## src/design/assert_macros.svh

```systemverilog
// assertion helpers included by the reply parser design file
`ifndef ASSERT_MACROS_SVH
`define ASSERT_MACROS_SVH

// same-cycle implication, off while in reset
`define ASSERT_IMP(label, clk, rst_n, cond, prop, msg) \
    label: assert property (@(posedge clk) disable iff (!rst_n) (cond) |-> (prop)) \
        else $error(msg);

// next-cycle implication, off while in reset
`define ASSERT_NXT(label, clk, rst_n, cond, prop, msg) \
    label: assert property (@(posedge clk) disable iff (!rst_n) (cond) |=> (prop)) \
        else $error(msg);

`endif

```

## src/design/rrsp_pkg.sv

```systemverilog
package rrsp_pkg;

    typedef enum logic [3:0] {
        PH_TYPE   = 4'd0,
        PH_LINE   = 4'd1,
        PH_INT    = 4'd2,
        PH_BLEN   = 4'd3,
        PH_MCOUNT = 4'd4,
        PH_ELEN   = 4'd5,
        PH_ETYPE  = 4'd6,
        PH_BODY   = 4'd7,
        PH_TRAIL1 = 4'd8,
        PH_TRAIL2 = 4'd9,
        PH_SKIP   = 4'd10
    } phase_t;

    typedef logic [2:0] kind_t;
    typedef logic [2:0] event_t;

    localparam kind_t K_NONE   = 3'd0;
    localparam kind_t K_STATUS = 3'd1;
    localparam kind_t K_ERROR  = 3'd2;
    localparam kind_t K_INT    = 3'd3;
    localparam kind_t K_BULK   = 3'd4;
    localparam kind_t K_MULTI  = 3'd5;

    localparam event_t EV_PAYLOAD = 3'd0;
    localparam event_t EV_INT     = 3'd1;
    localparam event_t EV_NULL    = 3'd2;
    localparam event_t EV_END     = 3'd3;
    localparam event_t EV_EMPTY   = 3'd4;
    localparam event_t EV_FAULT   = 3'd5;

    localparam logic [7:0] CH_CR    = 8'h0D;
    localparam logic [7:0] CH_LF    = 8'h0A;
    localparam logic [7:0] CH_PLUS  = 8'h2B;
    localparam logic [7:0] CH_MINUS = 8'h2D;
    localparam logic [7:0] CH_COLON = 8'h3A;
    localparam logic [7:0] CH_DOLLAR = 8'h24;
    localparam logic [7:0] CH_STAR  = 8'h2A;
    localparam logic [7:0] CH_ZERO  = 8'h30;
    localparam logic [7:0] CH_NINE  = 8'h39;

    // characters dropped after the type byte of an error line
    localparam logic [2:0] ERR_SKIP = 3'd3;

endpackage

```

## src/design/resp_reply_stream_parser.sv

```systemverilog
// channel  | handshake            | payload
// ---------+----------------------+----------------------------------------------
// in       | in_valid / in_ready   | data_byte
// out      | out_valid / out_ready | reply_kind, event_code, payload_byte,
//          |                      | integer_value, element_number, reply_done
//
// one byte per cycle while the output is not stalled: a byte sits in the input
// register, is parsed against the parser state and any event it yields lands
// in the output register.
// a stalled output holds the event; the input register still takes one byte.
// reset (rst_n low) puts the parser back to waiting for a type byte.
`include "assert_macros.svh"

module resp_reply_stream_parser
    import rrsp_pkg::*;
#(
    parameter int LENGTH_BITS = 32,
    parameter int COUNT_BITS  = 32
) (
    input  logic               clk,
    input  logic               rst_n,
    input  logic               in_valid,
    output logic               in_ready,
    input  logic [7:0]         data_byte,
    output logic               out_valid,
    input  logic               out_ready,
    output logic [2:0]         reply_kind,
    output logic [2:0]         event_code,
    output logic [7:0]         payload_byte,
    output logic signed [31:0] integer_value,
    output logic [31:0]        element_number,
    output logic               reply_done
);

    localparam logic [COUNT_BITS-1:0] CountOne = 1;
    localparam logic [LENGTH_BITS-1:0] LenOne  = 1;

    // input stage
    logic       in_valid_reg;
    logic [7:0] in_byte_reg;

    // parser state
    phase_t                 phase_reg, phase_next;
    kind_t                  kind_reg, kind_next;
    logic [31:0]            acc_reg, acc_next;
    logic                   neg_reg, neg_next;
    logic                   digits_reg, digits_next;
    logic [LENGTH_BITS-1:0] body_left_reg, body_left_next;
    logic [COUNT_BITS-1:0]  expected_reg, expected_next;
    logic [COUNT_BITS-1:0]  received_reg, received_next;
    logic [2:0]             line_pos_reg, line_pos_next;
    logic                   pending_cr_reg, pending_cr_next;

    // output stage
    logic        out_valid_reg;
    kind_t       out_kind_reg;
    event_t      out_code_reg;
    logic [7:0]  out_byte_reg;
    logic [31:0] out_value_reg;
    logic [31:0] out_elem_reg;
    logic        out_done_reg;

    logic        step;

    // event of the current byte
    logic        ev_valid;
    kind_t       ev_kind;
    event_t      ev_code;
    logic [7:0]  ev_byte;
    logic [31:0] ev_value;
    logic [31:0] ev_elem;
    logic        ev_done;

    logic        do_fault, do_finish, do_num_end, do_elem_done;
    kind_t       fin_kind;
    event_t      fin_code;
    logic [31:0] fin_value;
    logic [31:0] fin_elem;
    event_t      elem_code;
    kind_t       fault_kind;
    logic [35:0] num_cand;
    logic        num_over;
    logic        null_val;
    logic [COUNT_BITS-1:0] received_inc;
    logic [7:0]  b;

    assign step     = in_valid_reg && (!out_valid_reg || out_ready);
    assign in_ready = !in_valid_reg || step;
    assign b        = in_byte_reg;

    // ten times the accumulator plus the digit, checked against the field limit
    assign num_cand = ({4'd0, acc_reg} << 3) + ({4'd0, acc_reg} << 1) + {32'd0, b[3:0]};
    assign null_val = neg_reg && (acc_reg == 32'd1);
    assign received_inc = received_reg + CountOne;

    always_comb
    begin
        if (phase_reg == PH_INT)
        begin
            num_over = neg_reg ? (num_cand > 36'h0_8000_0000) : (num_cand > 36'h0_7FFF_FFFF);
        end
        else if (neg_reg)
        begin
            num_over = num_cand > 36'd1;
        end
        else if (phase_reg == PH_MCOUNT)
        begin
            num_over = num_cand[35:COUNT_BITS] != '0;
        end
        else
        begin
            num_over = num_cand[35:LENGTH_BITS] != '0;
        end
    end

    always_comb
    begin
        phase_next      = phase_reg;
        kind_next       = kind_reg;
        acc_next        = acc_reg;
        neg_next        = neg_reg;
        digits_next     = digits_reg;
        body_left_next  = body_left_reg;
        expected_next   = expected_reg;
        received_next   = received_reg;
        line_pos_next   = line_pos_reg;
        pending_cr_next = pending_cr_reg;

        ev_valid = 1'b0;
        ev_kind  = kind_reg;
        ev_code  = EV_PAYLOAD;
        ev_byte  = 8'd0;
        ev_value = 32'd0;
        ev_elem  = 32'd0;
        ev_done  = 1'b0;

        do_fault     = 1'b0;
        do_finish    = 1'b0;
        do_num_end   = 1'b0;
        do_elem_done = 1'b0;
        fin_kind     = kind_reg;
        fin_code     = EV_END;
        fin_value    = 32'd0;
        fin_elem     = 32'd0;
        elem_code    = EV_END;
        fault_kind   = kind_reg;

        unique case (phase_reg)
            PH_TYPE:
            begin
                kind_next       = K_NONE;
                acc_next        = 32'd0;
                neg_next        = 1'b0;
                digits_next     = 1'b0;
                body_left_next  = '0;
                expected_next   = '0;
                received_next   = '0;
                line_pos_next   = 3'd0;
                pending_cr_next = 1'b0;
                fault_kind      = K_NONE;
                unique case (b)
                    CH_PLUS:
                    begin
                        kind_next  = K_STATUS;
                        phase_next = PH_LINE;
                    end
                    CH_MINUS:
                    begin
                        kind_next  = K_ERROR;
                        phase_next = PH_LINE;
                    end
                    CH_COLON:
                    begin
                        kind_next  = K_INT;
                        phase_next = PH_INT;
                    end
                    CH_DOLLAR:
                    begin
                        kind_next  = K_BULK;
                        phase_next = PH_BLEN;
                    end
                    CH_STAR:
                    begin
                        kind_next  = K_MULTI;
                        phase_next = PH_MCOUNT;
                    end
                    default:
                    begin
                        do_fault = 1'b1;
                    end
                endcase
            end
            PH_LINE:
            begin
                if (pending_cr_reg)
                begin
                    if (b == CH_LF)
                    begin
                        do_finish = 1'b1;
                    end
                    else
                    begin
                        do_fault = 1'b1;
                    end
                end
                else if (b == CH_CR)
                begin
                    pending_cr_next = 1'b1;
                end
                else if (b == CH_LF)
                begin
                    do_finish = 1'b1;
                end
                else if (kind_reg == K_ERROR && line_pos_reg < ERR_SKIP)
                begin
                    line_pos_next = line_pos_reg + 3'd1;
                end
                else
                begin
                    ev_valid = 1'b1;
                    ev_byte  = b;
                end
            end
            PH_INT, PH_BLEN, PH_MCOUNT, PH_ELEN:
            begin
                if (pending_cr_reg)
                begin
                    if (b == CH_LF)
                    begin
                        do_num_end = 1'b1;
                    end
                    else
                    begin
                        do_fault = 1'b1;
                    end
                end
                else if (b == CH_CR)
                begin
                    pending_cr_next = 1'b1;
                end
                else if (b == CH_LF)
                begin
                    do_num_end = 1'b1;
                end
                else if (b == CH_MINUS && !digits_reg && line_pos_reg == 3'd0)
                begin
                    neg_next      = 1'b1;
                    line_pos_next = 3'd1;
                end
                else if (b >= CH_ZERO && b <= CH_NINE)
                begin
                    if (num_over)
                    begin
                        do_fault = 1'b1;
                    end
                    else
                    begin
                        acc_next      = num_cand[31:0];
                        digits_next   = 1'b1;
                        line_pos_next = 3'd1;
                    end
                end
                else
                begin
                    do_fault = 1'b1;
                end
            end
            PH_ETYPE:
            begin
                if (b != CH_DOLLAR)
                begin
                    do_fault = 1'b1;
                end
                else
                begin
                    acc_next        = 32'd0;
                    neg_next        = 1'b0;
                    digits_next     = 1'b0;
                    line_pos_next   = 3'd0;
                    pending_cr_next = 1'b0;
                    phase_next      = PH_ELEN;
                end
            end
            PH_BODY:
            begin
                body_left_next = body_left_reg - LenOne;
                if (body_left_reg == LenOne)
                begin
                    phase_next = PH_TRAIL1;
                end
                ev_valid = 1'b1;
                ev_byte  = b;
                ev_elem  = (kind_reg == K_MULTI) ? 32'(received_reg) : 32'd0;
            end
            PH_TRAIL1:
            begin
                phase_next = PH_TRAIL2;
            end
            PH_TRAIL2:
            begin
                if (kind_reg == K_MULTI)
                begin
                    do_elem_done = 1'b1;
                    elem_code    = EV_END;
                end
                else
                begin
                    do_finish = 1'b1;
                    fin_kind  = K_BULK;
                end
            end
            PH_SKIP:
            begin
                if (b == CH_LF)
                begin
                    phase_next = PH_TYPE;
                end
            end
            default:
            begin
                kind_next       = K_NONE;
                acc_next        = 32'd0;
                neg_next        = 1'b0;
                digits_next     = 1'b0;
                body_left_next  = '0;
                expected_next   = '0;
                received_next   = '0;
                line_pos_next   = 3'd0;
                pending_cr_next = 1'b0;
                phase_next      = PH_TYPE;
            end
        endcase

        // end of a number line
        if (do_num_end)
        begin
            if (!digits_reg)
            begin
                do_fault = 1'b1;
            end
            else if (phase_reg == PH_INT)
            begin
                do_finish = 1'b1;
                fin_kind  = K_INT;
                fin_code  = EV_INT;
                fin_value = neg_reg ? (32'd0 - acc_reg) : acc_reg;
            end
            else if (phase_reg == PH_MCOUNT)
            begin
                if (null_val)
                begin
                    do_finish = 1'b1;
                    fin_kind  = K_MULTI;
                    fin_code  = EV_NULL;
                end
                else if (acc_reg == 32'd0)
                begin
                    do_finish = 1'b1;
                    fin_kind  = K_MULTI;
                    fin_code  = EV_EMPTY;
                end
                else
                begin
                    expected_next   = acc_reg[COUNT_BITS-1:0];
                    received_next   = '0;
                    acc_next        = 32'd0;
                    neg_next        = 1'b0;
                    digits_next     = 1'b0;
                    line_pos_next   = 3'd0;
                    pending_cr_next = 1'b0;
                    phase_next      = PH_ETYPE;
                end
            end
            else if (null_val)
            begin
                if (phase_reg == PH_BLEN)
                begin
                    do_finish = 1'b1;
                    fin_kind  = K_BULK;
                    fin_code  = EV_NULL;
                end
                else
                begin
                    do_elem_done = 1'b1;
                    elem_code    = EV_NULL;
                end
            end
            else
            begin
                acc_next        = 32'd0;
                neg_next        = 1'b0;
                digits_next     = 1'b0;
                line_pos_next   = 3'd0;
                pending_cr_next = 1'b0;
                body_left_next  = acc_reg[LENGTH_BITS-1:0];
                phase_next      = (acc_reg == 32'd0) ? PH_TRAIL1 : PH_BODY;
            end
        end

        // one element of a multi-bulk reply complete
        if (do_elem_done)
        begin
            if (received_inc == expected_reg)
            begin
                do_finish = 1'b1;
                fin_kind  = K_MULTI;
                fin_code  = elem_code;
                fin_elem  = 32'(received_reg);
            end
            else
            begin
                received_next   = received_inc;
                acc_next        = 32'd0;
                neg_next        = 1'b0;
                digits_next     = 1'b0;
                line_pos_next   = 3'd0;
                pending_cr_next = 1'b0;
                phase_next      = PH_ETYPE;
                ev_valid        = 1'b1;
                ev_kind         = K_MULTI;
                ev_code         = elem_code;
                ev_elem         = 32'(received_reg);
            end
        end

        if (do_fault || do_finish)
        begin
            kind_next       = K_NONE;
            acc_next        = 32'd0;
            neg_next        = 1'b0;
            digits_next     = 1'b0;
            body_left_next  = '0;
            expected_next   = '0;
            received_next   = '0;
            line_pos_next   = 3'd0;
            pending_cr_next = 1'b0;
            ev_valid        = 1'b1;
            ev_done         = 1'b1;
            ev_byte         = 8'd0;
            if (do_fault)
            begin
                phase_next = (b == CH_LF) ? PH_TYPE : PH_SKIP;
                ev_kind    = fault_kind;
                ev_code    = EV_FAULT;
                ev_value   = 32'd0;
                ev_elem    = (fault_kind == K_MULTI) ? 32'(received_reg) : 32'd0;
            end
            else
            begin
                phase_next = PH_TYPE;
                ev_kind    = fin_kind;
                ev_code    = fin_code;
                ev_value   = fin_value;
                ev_elem    = fin_elem;
            end
        end
    end

    always_ff @(posedge clk or negedge rst_n)
    begin
        if (!rst_n)
        begin
            in_valid_reg   <= 1'b0;
            out_valid_reg  <= 1'b0;
            phase_reg      <= PH_TYPE;
            kind_reg       <= K_NONE;
            acc_reg        <= 32'd0;
            neg_reg        <= 1'b0;
            digits_reg     <= 1'b0;
            body_left_reg  <= '0;
            expected_reg   <= '0;
            received_reg   <= '0;
            line_pos_reg   <= 3'd0;
            pending_cr_reg <= 1'b0;
        end
        else
        begin
            if (in_ready)
            begin
                in_valid_reg <= in_valid;
            end
            if (step)
            begin
                out_valid_reg  <= ev_valid;
                phase_reg      <= phase_next;
                kind_reg       <= kind_next;
                acc_reg        <= acc_next;
                neg_reg        <= neg_next;
                digits_reg     <= digits_next;
                body_left_reg  <= body_left_next;
                expected_reg   <= expected_next;
                received_reg   <= received_next;
                line_pos_reg   <= line_pos_next;
                pending_cr_reg <= pending_cr_next;
            end
            else if (out_ready)
            begin
                out_valid_reg <= 1'b0;
            end
        end
    end

    // payload registers
    always_ff @(posedge clk)
    begin
        if (in_ready && in_valid)
        begin
            in_byte_reg <= data_byte;
        end
        if (step)
        begin
            out_kind_reg  <= ev_kind;
            out_code_reg  <= ev_code;
            out_byte_reg  <= ev_byte;
            out_value_reg <= ev_value;
            out_elem_reg  <= ev_elem;
            out_done_reg  <= ev_done;
        end
    end

    assign out_valid      = out_valid_reg;
    assign reply_kind     = out_kind_reg;
    assign event_code     = out_code_reg;
    assign payload_byte   = out_byte_reg;
    assign integer_value  = out_value_reg;
    assign element_number = out_elem_reg;
    assign reply_done     = out_done_reg;

    `ASSERT_IMP(a_byte_only_payload, clk, rst_n,
        out_valid_reg && out_code_reg != EV_PAYLOAD, out_byte_reg == 8'd0,
        "payload byte set on a non-payload event")
    `ASSERT_IMP(a_elem_only_multi, clk, rst_n,
        out_valid_reg && out_elem_reg != 32'd0, out_kind_reg == K_MULTI,
        "element number outside a multi-bulk reply")
    `ASSERT_IMP(a_elem_count_bound, clk, rst_n,
        phase_reg == PH_ETYPE || phase_reg == PH_ELEN,
        kind_reg == K_MULTI && received_reg < expected_reg,
        "element wait with no element left")
    `ASSERT_NXT(a_done_restarts, clk, rst_n,
        step && ev_valid && ev_done && ev_code != EV_FAULT, phase_reg == PH_TYPE,
        "reply finished but parser not back at type byte")

endmodule
```

## config.mk

```make
export PLATFORM = sky130hd
export DESIGN_NAME = resp_reply_stream_parser
export DESIGN_NICKNAME = d
export VERILOG_FILES = /design/src/design/rrsp_pkg.sv /design/src/design/resp_reply_stream_parser.sv
export VERILOG_INCLUDE_DIRS = /design/src /design/src/design
export SDC_FILE = /design/constraint.sdc
export NUM_CORES = 1
export LEC_CHECK = 0
export BUFFER_PORTS_ARGS = -buffer_cell sky130_fd_sc_hd__buf_4
export CAP_MARGIN = 20
export CELL_PAD_IN_SITES_DETAIL_PLACEMENT = 1
export CELL_PAD_IN_SITES_GLOBAL_PLACEMENT = 2
export CORE_ASPECT_RATIO = 1.2
export CORE_MARGIN = 3
export CORE_UTILIZATION = 39
export DETAILED_ROUTE_END_ITERATION = 16
export PLACE_DENSITY = 0.88
export SLEW_MARGIN = 15
export SYNTH_ARGS = -nofsm -noshare
export SYNTH_HDL_FRONTEND = slang
export SYNTH_SLANG_ARGS = --single-unit
```

## constraint.sdc

```tcl
create_clock -name clk -period 6.4 [get_ports clk]
set_input_delay 0.96 -clock clk [delete_from_list [all_inputs] [get_ports clk]]
set_output_delay 0.96 -clock clk [all_outputs]
set_load 0.02 [all_outputs]
```

======== Word-level counts from Yosys, hierarchy flattened ========
Cells that the tools add are included.
word-level totals
  bits in registers ....................... 230
  bits of input ports ..................... 12
operators by class
  reduce and logical (&&, ||, !) cells .... 29
  $lt $le $gt $ge ......................... 6
  equality and inequality tests ........... 25
  multiplexer cells ....................... 237
  bitwise gates (word level) .............. 4
  add/subtract/negate cells ............... 6
operators with widths
  operator                                                                           count
  32-bit two-way mux                                                                 51
  3-bit two-way mux                                                                  51
  1-bit two-way mux                                                                  101
  32-bit case mux with 3 select lines                                                1
  32-bit by 1-bit == test with 1-bit output, second input constant                   2
  4-bit two-way mux                                                                  16
  32-bit case mux with 2 select lines                                                1
  8-bit by 6-bit == test with 1-bit output, second input constant                    5
  35-bit by 33-bit adder with 36-bit output                                          1
  36-bit by 4-bit adder with 36-bit output                                           1
  36-bit by 1-bit greater-than comparator with 1-bit output, second input constant   1
  36-bit by 31-bit greater-than comparator with 1-bit output, second input constant  1
  36-bit by 32-bit greater-than comparator with 1-bit output, second input constant  1
  32-bit by 1-bit adder with 32-bit output, second input constant                    1
  32-bit == test                                                                     1
  32-bit logical NOT                                                                 1
  8-bit two-way mux                                                                  4
  1-bit by 32-bit subtractor with 32-bit output, first input constant                1
  32-bit by 1-bit subtractor with 32-bit output, second input constant               1
  4-bit case mux with 6 select lines                                                 1
  5-bit OR reduction                                                                 4
  4-bit by 3-bit == test with 1-bit output, second input constant                    4
  8-bit by 4-bit == test with 1-bit output, second input constant                    2
  4-bit case mux with 4 select lines                                                 1
  32 further kinds                                                                   53

======== Longest topological paths before layout ========
Gate-level depths: netlist of run 1.
  word-level depth ........................ 21
  mapped depth ............................ 18
  gate-level depth less buffers ........... 15

======== Least setup slack after synthesis of run 1 ========
Ideal clock, no wire load.
  path kind ............................... register -> register
  start point ............................. reg in_byte_reg[3], in the netlist b[3]
  end point ............................... reg acc_reg[26]
  setup slack ............................. 1855 ps
  setup time .............................. 121 ps
  stages on the path, launching flop included .. 18
  period minus slack after synthesis ...... 4545 ps
  data arrival time ....................... 4424 ps
  path buffers ............................ 2
  required time ........................... 6279 ps
  cells stage by stage .................... edfxtp_1 > clkbuf_1 > inv_1 > fa_1 > inv_1 > fa_1 > a21o_1 > a221oi_2 > nor3_1 > o21ai_0 > mux2_2 > a211oi_1 > nand4_1 > o41ai_1 > nor4b_1 > a211oi_2 > buf_2 > a22o_1
on the way
  word-level cells in the longest chain between the ends .. 20
  elaborated cells on any way between the ends .. 70
  classes of those cells .................. add/sub: 1; order compare: 5; eq/ne: 8; mux: 50; reduce/logical: 6
RTL lines
  item                                                                                     line                                                              text
  from (decl)                                                                              resp_reply_stream_parser.sv:40                                    logic [7:0] in_byte_reg;
  from (signal assigned)                                                                   resp_reply_stream_parser.sv:508                                   in_byte_reg <= data_byte;
  36-bit by 4-bit adder with 36-bit output                                                 resp_reply_stream_parser.sv:92                                    assign num_cand = ({4'd0, acc_reg} << 3) + ({4'd0, acc_reg} << 1) + {32'd0, b[3:0]};
  36-bit by 1-bit greater-than comparator with 1-bit output, or another cell as far along  resp_reply_stream_parser.sv:104                                   num_over = num_cand > 36'd1;
  1-bit two-way mux, on equally long branches                                              resp_reply_stream_parser.sv:102, resp_reply_stream_parser.sv:100
  1-bit two-way mux                                                                        resp_reply_stream_parser.sv:98                                    if (phase_reg == PH_INT)
  32-bit two-way mux                                                                       resp_reply_stream_parser.sv:252                                   if (num_over)
  32-bit two-way mux                                                                       resp_reply_stream_parser.sv:250                                   else if (b >= CH_ZERO && b <= CH_NINE)
  32-bit two-way mux                                                                       resp_reply_stream_parser.sv:245                                   else if (b == CH_MINUS && !digits_reg && line_pos_reg == 3'd0)
  32-bit two-way mux                                                                       resp_reply_stream_parser.sv:241                                   else if (b == CH_LF)
  [... 4 more ...]                                                                         n/a
  32-bit two-way mux                                                                       resp_reply_stream_parser.sv:350                                   if (null_val)
  32-bit two-way mux                                                                       resp_reply_stream_parser.sv:348                                   else if (phase_reg == PH_MCOUNT)
  32-bit two-way mux                                                                       resp_reply_stream_parser.sv:341                                   else if (phase_reg == PH_INT)
  32-bit two-way mux                                                                       resp_reply_stream_parser.sv:337                                   if (!digits_reg)
  32-bit two-way mux                                                                       resp_reply_stream_parser.sv:335                                   if (do_num_end)
  32-bit two-way mux                                                                       resp_reply_stream_parser.sv:403                                   if (received_inc == expected_reg)
  32-bit two-way mux                                                                       resp_reply_stream_parser.sv:401                                   if (do_elem_done)
  32-bit two-way mux (*)                                                                   resp_reply_stream_parser.sv:426                                   if (do_fault || do_finish)
  to (signal assigned)                                                                     resp_reply_stream_parser.sv:487                                   acc_reg <= acc_next;
  to (decl)                                                                                resp_reply_stream_parser.sv:45                                    logic [31:0] acc_reg, acc_next;
Mark *: on every way between the ends. The rest lies on a longest branch, timed or not.
A chain may end at the register's enable or synchronous reset.

======== Final worst setup path of run 1 ========
  start point ............................. reg received_reg[0]
  end point ............................... reg received_reg[0]
on the way
  word-level cells in the longest chain between the ends .. 10
  elaborated cells on any way between the ends .. 15
  classes of those cells .................. add/sub: 1; eq/ne: 1; mux: 12; reduce/logical: 1
RTL lines
  item                                                                                              line                             text
  from (decl)                                                                                       resp_reply_stream_parser.sv:50   logic [COUNT_BITS-1:0] received_reg, received_next;
  from (signal assigned)                                                                            resp_reply_stream_parser.sv:492  received_reg <= received_next;
  parallel branches: the longest is 9 deep, another holds 32-bit by 1-bit adder with 32-bit output  n/a
  32-bit two-way mux (*)                                                                            resp_reply_stream_parser.sv:426
Mark *: on every way between the ends.

==> results_dict.tcl, run 1 <==
set metrics [dict create \
    status "finished clean" \
    grt_max_degree 105 \
    cts_buffer_depth 3 \
    synth_xor_area_frac 0.0492 \
    ys_seq_elements 230 \
    arrival_ps 6250 \
    yosys.area_share.simple 0.226 \
    fin_ws_ps 632 \
    synth_nets 1861 \
    drv_slew 0 \
    ios 93 \
    die_h_um 227 \
    htree_num_levels 1 \
    slew_headroom 0.192 \
    r2r-end "received_reg[0]" \
    fill_cells 4615 \
    worstPathMaxFanout 15 \
    rsz0062_at_grt "no" \
    power_density_nw_per_um2 264 \
    criticalPathCategory "reg -> reg" \
    clk_pin_slew_worst_paths_ps 60 \
    crit_path_end_kind "flop" \
    required_ps 6890 \
    ys_types 86 \
    vdd_drop_max_v 0.000191 \
    r2r_cells 11 \
    dp_hpwl_um 41000 \
    synth_compound_area_frac 0.233 \
    drive_above_1_share 0.111 \
    areaGrowthSynthToFinish_pct 12.8 \
    pre_cts_slack_ps 591 \
    ys.flop_type "dfrtp_1" \
    fin_crit_sh 0.901 \
    yosysTopAreaCellShare 0.226 \
    vias 14700 \
    first_global_vias 15100 \
    avgSynthCellArea_um2 8.92 \
    post_cts_resized 0 \
    worst_slew_pin_slew_ps 1200 \
    rows 80 \
    drc 0 \
    synth_top_family_by_area "compound AO/OA/AOI/OAI gates" \
    critPathMaxStageDelay_ps 830 \
    diodes 0 \
    min_period_ps 5770 \
    cts_buffers 27 \
    fp.dieW_um 190 \
    drv.max_cap_violation_count 0 \
    yosys-mux-area-fraction 0.00466 \
    cp_cell_sequence "ha_1 > nand4_2 > or4_1 > or3_1 > a22oi_1 > and4_1 > nand4_1 > nor4_4 > o21ai_0 > o21ai_2 > mux2_2" \
    min_path_type "in -> async" \
    gp_congestion 0.956 \
    initialDrtViolationCount 1020 \
    finClkSkew_ps 17.5 \
    root_buffer "clkbuf_16" \
    gr-usage-all-layers 0.254 \
    port_buffers 92 \
    coreArea_um2 39900 \
    yosys-top-cells-area "dfrtp_1 23%, edfxtp_1 16%, ha_1 5.5%" \
    overflow 0 \
    cp_slowest_cell "o21ai_2" \
    post_cts_buffers 0 \
    finalSetupTns_ps 0 \
    fin_nets 1892 \
    clk_latency_ps 560 \
    critPathLaunch "received_reg[0]" \
    synth_adder_area_share 0.0578 \
    fmax_mhz 173 \
    dieArea_um2 43100 \
    syn_area_um2 15900 \
    wl_per_cell_um 23.6 \
    finalSetupViolCount 0 \
    ys_seq_area_frac 0.390 \
    synth_edf_count 87 \
    leakagePower_nw 7.61 \
    wl_um 55700 \
    initial_core_util 0.397 \
    async_flop_share 0.622 \
    clock-sinks 230 \
    ant_nets 0 \
    grt_pass1_wl_um 86400 \
    timing.rr.start "received_reg[0]" \
    hold_viol 0 \
    syn_inst 1777 \
    synth_top_cell_by_area "dfrtp_1" \
    via_per_inst 6.22 \
    start_kind "flop" \
    postCtsHoldBufs 0 \
    cts_tree "built" \
    antenna_found_initial 0 \
    yosysWarnings 0 \
    reg2reg_slack_ps 630 \
    drt-pass1-iter-count 5 \
]
==> report_power, final <==
part | total, mW | internal [mW] | switching [mW]
logic | 1.29 | 0.391 | 0.901
registers | 1.84 | 1.69 | 0.152
clock network | 1.58 | 0.932 | 0.650
==> metal layers <==
layer  track usage  wire, um  part of all wire  vias to the layer above
li1              -         -                 -                     6765
met2         0.456     28300              0.51                      407
met5             0         0                 0                        -
met4         0.121      2810             0.051                        0
met3        0.0303      2340             0.042                      150
met1         0.303     22300              0.40                     7358
==> placed cells by master (no fill, tap or decap), drive strengths merged, types with 28 or more instances in the layout <==
cell      n
o21ai   102
nor2    163
xor2     48
nand4    28
ha       70
a22o     58
edfxtp   87
a21oi   132
nand2   168
dfrtp   143
nor4     32
nor2b    51
xnor2    41
o31ai    48
buf     124
clkbuf   34
nor3     54
nand3    44
==> synthesized netlist by cell type (25+ instances only) <==
cell	instances
nand2_1	168
nor2_1	161
dfrtp_1	143
a21oi_1	132
o21ai_0	97
edfxtp_1	87
clkbuf_1	84
ha_1	70
a22o_1	58
nor3_1	53
nor2b_1	51
o31ai_1	48
xor2_1	48
nand3_1	44
xnor2_1	41
nor4_1	29
nand4_1	26
and3_1	25
inv_1	25
==> worst max path at each step <==
stage,to,slack [ps],depth (start not counted)
2_1_floorplan,acc_reg[26],1850,17
6_report,received_reg[0],630,11
4_1_cts,expected_reg[9],560,16
3_3_place_gp,expected_reg[4],750,16
3_5_place_dp,expected_reg[11],590,16
5_1_grt,received_reg[0],510,11
==> critical path, delay by kind of cell, from the launching register on <==
family / cells / cell delay (ps)
adder cells (fa/ha/maj): 1 / 360
AND/OR/NAND/NOR: 6 / 2740
AO/OA/AOI/OAI: 3 / 1770
multiplexers: 1 / 300
flip-flops: 1 / 530
==> stage by stage <==
stage	cells	area [um2]	utilization	power, mW	hold WS, ps
3_5_place_dp	2310	16900	0.424	3.15	517
5_1_grt	2361	17900	0.448	4.93	314
6_report	2361	17900	0.448	4.72	296
3_3_place_gp	2310	16900	0.424	3.11	505
4_1_cts	2359	17800	0.447	4.73	530
2_1_floorplan	1777	15900	-	2.66	473
==> cells by family after synthesis <==
| kind of cell | after synthesis |
|---|---|
| simple gates | 689 |
| compound gates | 542 |
| flops | 230 |
| buf+inv | 148 |
| xor+xnor | 89 |
| fa+ha+maj | 72 |
| mux | 7 |
==> layout make-up <==
cell class / count / area, um2 / share of cell area
Timing Repair Buffer: 124 / 962 / 0.0538
Tap cell: 533 / 667 / 0.0373
Multi-Input combinational cell: 1399 / 9070 / 0.507
Inverter: 26 / 100 / 0.00560
Clock buffer: 34 / 733 / 0.0410
Clock inverter: 15 / 164 / 0.00916
Sequential cell: 230 / 6190 / 0.346
(Power assumes the default switching activity.)
==> run 2, diff against run 1 <==
--- a/config.mk
+++ b/config.mk
@@ -6,15 +6,16 @@
 export SDC_FILE = /design/constraint.sdc
 export NUM_CORES = 1
 export LEC_CHECK = 0
+export ABC_AREA = 1
 export BUFFER_PORTS_ARGS = -buffer_cell sky130_fd_sc_hd__buf_4
 export CAP_MARGIN = 20
 export CELL_PAD_IN_SITES_DETAIL_PLACEMENT = 1
 export CELL_PAD_IN_SITES_GLOBAL_PLACEMENT = 2
 export CORE_ASPECT_RATIO = 1.2
 export CORE_MARGIN = 3
-export CORE_UTILIZATION = 39
+export CORE_UTILIZATION = 36
 export DETAILED_ROUTE_END_ITERATION = 16
-export PLACE_DENSITY = 0.88
+export PLACE_DENSITY = 0.89
 export SLEW_MARGIN = 15
 export SYNTH_ARGS = -nofsm -noshare
 export SYNTH_HDL_FRONTEND = slang
==> run 2 against run 1 <==
Against the previous run:
- via count is 27% higher
- die area is 23% higher
- non-clock buffer count grew 1
- critical path depth up 19
- clock skew rose by 8.0 ps
- sequential power up 3%
- hold slack gained 200 ps
- flip-flop and latch count is the same
- highest routed layer unchanged
==> results_dict.tcl, run 2 <==
set metrics [dict create \
    status "finished clean" \
    gp_congestion 0.992 \
    antenna_found_initial 0 \
    arrival_ps 5820 \
    slew_headroom 0.337 \
    clk_latency_ps 560 \
    yosys-top-cells-area "dfrtp_1 20%, edfxtp_1 14%, nand2_1 13%" \
    whs_ps 491 \
    dieArea_um2 53000 \
    switching_power_mw 2.78 \
    ys_types 61 \
    via_per_inst 5.62 \
    async_flop_share 0.622 \
    first_global_vias 19700 \
    worst_slew_pin_slew_ps 994 \
    timing.rr.start "acc_reg[0]" \
    ant_nets 0 \
    start_kind "flop" \
    diodes 0 \
    yosysWarnings 0 \
    syn_inst 2631 \
    grt_pass1_wl_um 112000 \
    finalSetupTns_ps 0 \
    r2r_cells 30 \
    fp.dieW_um 211 \
    vdd_drop_max_v 0.000243 \
    leakagePower_nw 9.36 \
    yosys.area_share.simple 0.295 \
    postCtsHoldBufs 0 \
    areaGrowthSynthToFinish_pct 11.5 \
    root_buffer "clkbuf_16" \
    power.internal_mw 3.21 \
    power_density_nw_per_um2 297 \
    ys_seq_elements 230 \
    fin_util 0.408 \
    synth_nets 2715 \
    finClkSkew_ps 25.6 \
    dp_hpwl_um 53500 \
    power_frac_clock 0.250 \
    initialDrtViolationCount 998 \
    p_seq_frac 0.317 \
    clock-sinks 230 \
    critPathMaxStageDelay_ps 610 \
    drive_above_1_share 0.0794 \
    rsz0062_at_grt "no" \
    cts_buffers 26 \
    drt-pass1-iter-count 5 \
    synth_top_cell_by_area "dfrtp_1" \
    cp_slowest_cell "inv_2" \
    cts_tree "built" \
    coreArea_um2 49400 \
    wl_um 71400 \
    yosysMostFrequentCell "nand2_1" \
    p_total_mw 5.99 \
    drv_slew 0 \
    avgSynthCellArea_um2 6.87 \
    placed_area_um2 19300 \
    drc 0 \
    cp_common_cell "nand2_1" \
    rows 89 \
    overflow 0 \
    criticalPathCategory "reg -> reg" \
    finalSetupViolCount 0 \
    initial_core_util 0.366 \
    synth_adder_area_share 0.0507 \
    htree_num_levels 1 \
    reg2reg_slack_ps 990 \
    pwr-share-comb 0.433 \
    r2r-end "expected_reg[1]" \
    fmax_mhz 185 \
    worstPathMaxFanout 37 \
    syn_area_um2 18100 \
    grt_max_degree 116 \
    vias 18600 \
    yosysTopAreaCellShare 0.198 \
    yosys-mux-area-fraction 0 \
    synth_xor_area_frac 0.0383 \
    crit_path_end_kind "flop" \
    p_sw_frac 0.464 \
    ys_seq_area_frac 0.342 \
    die_h_um 252 \
    required_ps 6810 \
    synth_top_family_by_area "simple AND/OR/NAND/NOR gates" \
    clk_pin_slew_worst_paths_ps 60 \
    post_cts_buffers 0 \
    ys.flop_type "dfrtp_1" \
    gr-usage-all-layers 0.263 \
    synth_compound_area_frac 0.168 \
    critPathLaunch "acc_reg[0]" \
    wl_per_cell_um 21.5 \
    final_area_um2 20200 \
    fin_nets 2746 \
    min_period_ps 5410 \
    layout_common_cells "618 x nand2_1, 350 x inv_1, 258 x nor2_1" \
    min_path_type "in -> async" \
    hold_viol 0 \
    cts_buffer_depth 3 \
    ios 93 \
    fin_crit_sh 0.845 \
    post_cts_resized 0 \
    synth_common_cells "619 x nand2_1, 350 x inv_1, 260 x nor2_1" \
    drv.max_cap_violation_count 0 \
    final_common_cell "nand2_1" \
    port_buffers 92 \
    synth_edf_count 87 \
]
==> run 2: per-stage QoR <==
stage | cells | setup slack [ps]
detailed placement | 3269 | 1080
finish | 3319 | 991
floorplan | 2631 | 2200
CTS | 3317 | 1040
global placement | 3269 | 1270
global route | 3319 | 552
==> run 2: kinds of logic after synthesis <==
kind of cell | count (synthesis)
buffers and inverters | 488
xor gates and xnor gates | 79
DFF | 230
AOI/OAI and AO/OA | 527
adders and majority gates | 72
and+or+nand+nor | 1235
==> run 2: worst max-delay path: cells and delay by family, from the launching register on <==
| family | cells | cell delay (ps) |
|---|---|---|
| buffers and inverters | 5 | 1540 |
| DFF | 1 | 510 |
| and+or+nand+nor | 22 | 2060 |
| AOI/OAI and AO/OA | 1 | 130 |
| adders and majority gates | 2 | 950 |
==> run 2: how the worst max path moves through the flow <==
stage,end,slack (ps),cells after the start
6_report,expected_reg[1],990,30
2_1_floorplan,element_number[0],2200,5
3_5_place_dp,expected_reg[6],1080,30
3_3_place_gp,expected_reg[6],1270,30
5_1_grt,expected_reg[1],550,30
4_1_cts,expected_reg[6],1040,30
==> run 2: final cells by class <==
type                       count  area, um2
clock buffer                  34        702
clock inverter                14        115
fill                        6388      29300
inverter                     366       1380
multi-input combinational   1913       9990
sequential                   230       6190
tap                          637        797
timing repair buffer         125        992
==> run 2: power by group through the flow <==
stage	Sequential [mW]	Clock [mW]	Combinational, mW
CTS	1.90	1.52	2.58
detailed placement	1.92	0	2.57
finish	1.90	1.50	2.59
global route	1.91	1.58	2.80
global placement	1.92	0	2.52
floorplan	1.98	0	1.48
==> run 2: routing by layer <==
| metal | track usage | share of wire | vias up |
|---|---|---|---|
| met2 | 0.492 | 0.52 | 378 |
| met1 | 0.312 | 0.41 | 9276 |
| met4 | 0.106 | 0.042 | 0 |
| met5 | 0 | 0 | - |
| li1 | - | - | 8851 |
| met3 | 0.0173 | 0.029 | 135 |
==> run 3, diff against run 2 <==
--- a/config.mk
+++ b/config.mk
@@ -6,16 +6,16 @@
 export SDC_FILE = /design/constraint.sdc
 export NUM_CORES = 1
 export LEC_CHECK = 0
-export ABC_AREA = 1
+export ABC_AREA = 0
 export BUFFER_PORTS_ARGS = -buffer_cell sky130_fd_sc_hd__buf_4
 export CAP_MARGIN = 20
 export CELL_PAD_IN_SITES_DETAIL_PLACEMENT = 1
 export CELL_PAD_IN_SITES_GLOBAL_PLACEMENT = 2
 export CORE_ASPECT_RATIO = 1.2
 export CORE_MARGIN = 3
-export CORE_UTILIZATION = 36
+export CORE_UTILIZATION = 39
 export DETAILED_ROUTE_END_ITERATION = 16
-export PLACE_DENSITY = 0.89
+export PLACE_DENSITY = 0.88
 export SLEW_MARGIN = 15
 export SYNTH_ARGS = -nofsm -noshare
 export SYNTH_HDL_FRONTEND = slang
==> constraint.sdc (replaced) <==
create_clock -name clk -period 5.1 [get_ports clk]
set_input_delay 0.765 -clock clk [delete_from_list [all_inputs] [get_ports clk]]
set_output_delay 0.765 -clock clk [all_outputs]
set_load 0.02 [all_outputs]
==> run 3 against run 2 <==
Against the previous run:
- register-to-register slack worse by 930 ps
- die area shrank 19%
- via count decreased by 20%
- critical path depth fell by 15
- combinational power decreased by 33%
- global-route usage fell by 0.15 points
- core utilization grew 5.6 points
- wire length fell by 20%
- clock skew down 5.6 ps
- largest cell class unchanged
- highest routed layer unchanged
==> results_dict.tcl, run 3 (synthesis results as in run 1) <==
set metrics [dict create \
    status "finished clean" \
    initial_core_util 0.397 \
    layout_common_cells "184 x buf_4, 168 x nand2_1, 161 x nor2_1" \
    r2r-end "acc_reg[5]" \
    final_common_cell "buf_4" \
    overflow 0 \
    grt_use_met3 0.0288 \
    port_buffers 92 \
    die_h_um 227 \
    power_density_nw_per_um2 330 \
    p_total_mw 6.11 \
    dp_hpwl_um 42500 \
    wl_um 57300 \
    clk_latency_ps 570 \
    slew_headroom 0.301 \
    final_area_um2 18500 \
    ios 93 \
    switching_power_mw 2.16 \
    reg2reg_slack_ps 70 \
    finalSetupViolCount 0 \
    drv.max_cap_violation_count 0 \
    start_kind "flop" \
    min_period_ps 5030 \
    power_frac_clock 0.340 \
    placed_area_um2 17500 \
    antenna_found_initial 0 \
    critPathCapture "acc_reg[5]" \
    cts_buffer_depth 3 \
    drive_above_1_share 0.146 \
    fill_cells 4594 \
    arrival_ps 5480 \
    drt-pass1-iter-count 5 \
    crit_path_end_kind "flop" \
    fin_util 0.464 \
    areaGrowthSynthToFinish_pct 16.8 \
    leakagePower_nw 8.01 \
    p_sw_frac 0.354 \
    fin_nets 1959 \
    gp_congestion 0.915 \
    p_seq_frac 0.376 \
    hold_viol 0 \
    coreArea_um2 39900 \
    critPathLaunch "acc_reg[14]" \
    worst_slew_pin_slew_ps 1050 \
    grt_busiest_layer "met2" \
    rsz0062_at_grt "no" \
    grt_use_met1 0.306 \
    fmax_mhz 199 \
    htree_num_levels 1 \
    grt_max_degree 77 \
    rows 80 \
    grt_pass1_wl_um 88900 \
    min_path_type "in -> async" \
    clk_pin_slew_worst_paths_ps 60 \
    fp.dieW_um 190 \
    via_per_inst 6.15 \
    initialDrtViolationCount 921 \
    r2r_cells 15 \
    finalSetupTns_ps 0 \
    power.internal_mw 3.94 \
    drv_slew 0 \
    required_ps 5540 \
    worstPathMaxFanout 31 \
    first_global_vias 15500 \
    wl_per_cell_um 23.6 \
    criticalPathCategory "reg -> reg" \
    clock-sinks 230 \
    cts_tree "built" \
    dieArea_um2 43100 \
    root_buffer "clkbuf_16" \
    fin_crit_sh 0.987 \
    ant_nets 0 \
    use_met2 0.474 \
    pwr-share-comb 0.284 \
    vdd_drop_max_v 0.000268 \
    finClkSkew_ps 19.9 \
    timing.rr.start "acc_reg[14]" \
    drc 0 \
    gr-usage-all-layers 0.261 \
    vias 15000 \
    cts_buffers 27 \
    post_cts_buffers 0 \
]
[run 3: cell count changes in the layout (fill, tap and decap cells not counted), sizes merged, moves of 67 or more]
| cell | previous run | this run |
|---|---|---|
| nor2 | 268 | 163 |
| nand2 | 624 | 168 |
| buf | 124 | 191 |
| inv | 362 | 28 |
| o21ai | 281 | 102 |
| nand3 | 179 | 44 |
[run 3: timing repair]
action                                 4_1_cts  5_1_grt
endpoints found under the hold margin        0        0
hold buffers                                 0        0
pin swaps                                    0        0
gates resized for setup                      1        5
cloned                                       0        0
setup endpoints to repair                   26       45
[run 3: power by group through the flow]
stage	sequential (mW)	clock, mW	combinational (mW)
global placement	2.32	0	1.69
floorplan	2.37	0	0.969
CTS	2.30	2.12	1.72
global route	2.32	2.19	1.87
detailed placement	2.33	0	1.71
finish	2.30	2.08	1.73
[run 3: area by class of cell]
type	count	area, um2	area share
multi-input combinational	1399	9110	0.492
clock inverter	10	134	0.00723
tap	533	667	0.0360
sequential	230	6190	0.334
antenna	1	2.50	0.000135
timing repair buffer	191	1510	0.0817
clock buffer	40	807	0.0436
inverter	26	100	0.00540
[run 3: how the worst min path moves through the flow]
stage,slack (ps),startpoint,to
after floorplan,470,rst_n,acc_reg[0]
after global placement,500,expected_reg[3],expected_reg[3]
final,140,rst_n,body_left_reg[9]
after detailed placement,510,expected_reg[19],expected_reg[19]
after CTS,120,rst_n,received_reg[15]
after global routing,150,rst_n,received_reg[15]
[run 3: critical path: stages (launching register included)]
cell and delay, ps:
dfrtp_1 640, ha_1 330, ha_1 510, nand2_1 160, o21a_1 220, o311ai_1 410, mux2_2 400, a311oi_1 660
a211oi_1 130, and4b_1 240, nand4b_1 200, buf_4 160, and2_1 300, a211oi_4 120, buf_12 190, a22o_1 240
[run 3: per-layer routing]
metal | wire (um) | up-vias
li1 | - | 6877
met1 | 22800 | 7523
met3 | 2310 | 161
met5 | 0 | -
met4 | 2920 | 0
met2 | 29300 | 392
[run 3: stage by stage]
stage / cells / setup slack (ps) / hold slack (ps)
after global placement: 2379 / 198 / 504
final: 2430 / 65.4 / 142
after detailed placement: 2379 / 101 / 512
after floorplan: 1777 / 555 / 469
after CTS: 2429 / 62.0 / 123
after global routing: 2429 / 9.19 / 148
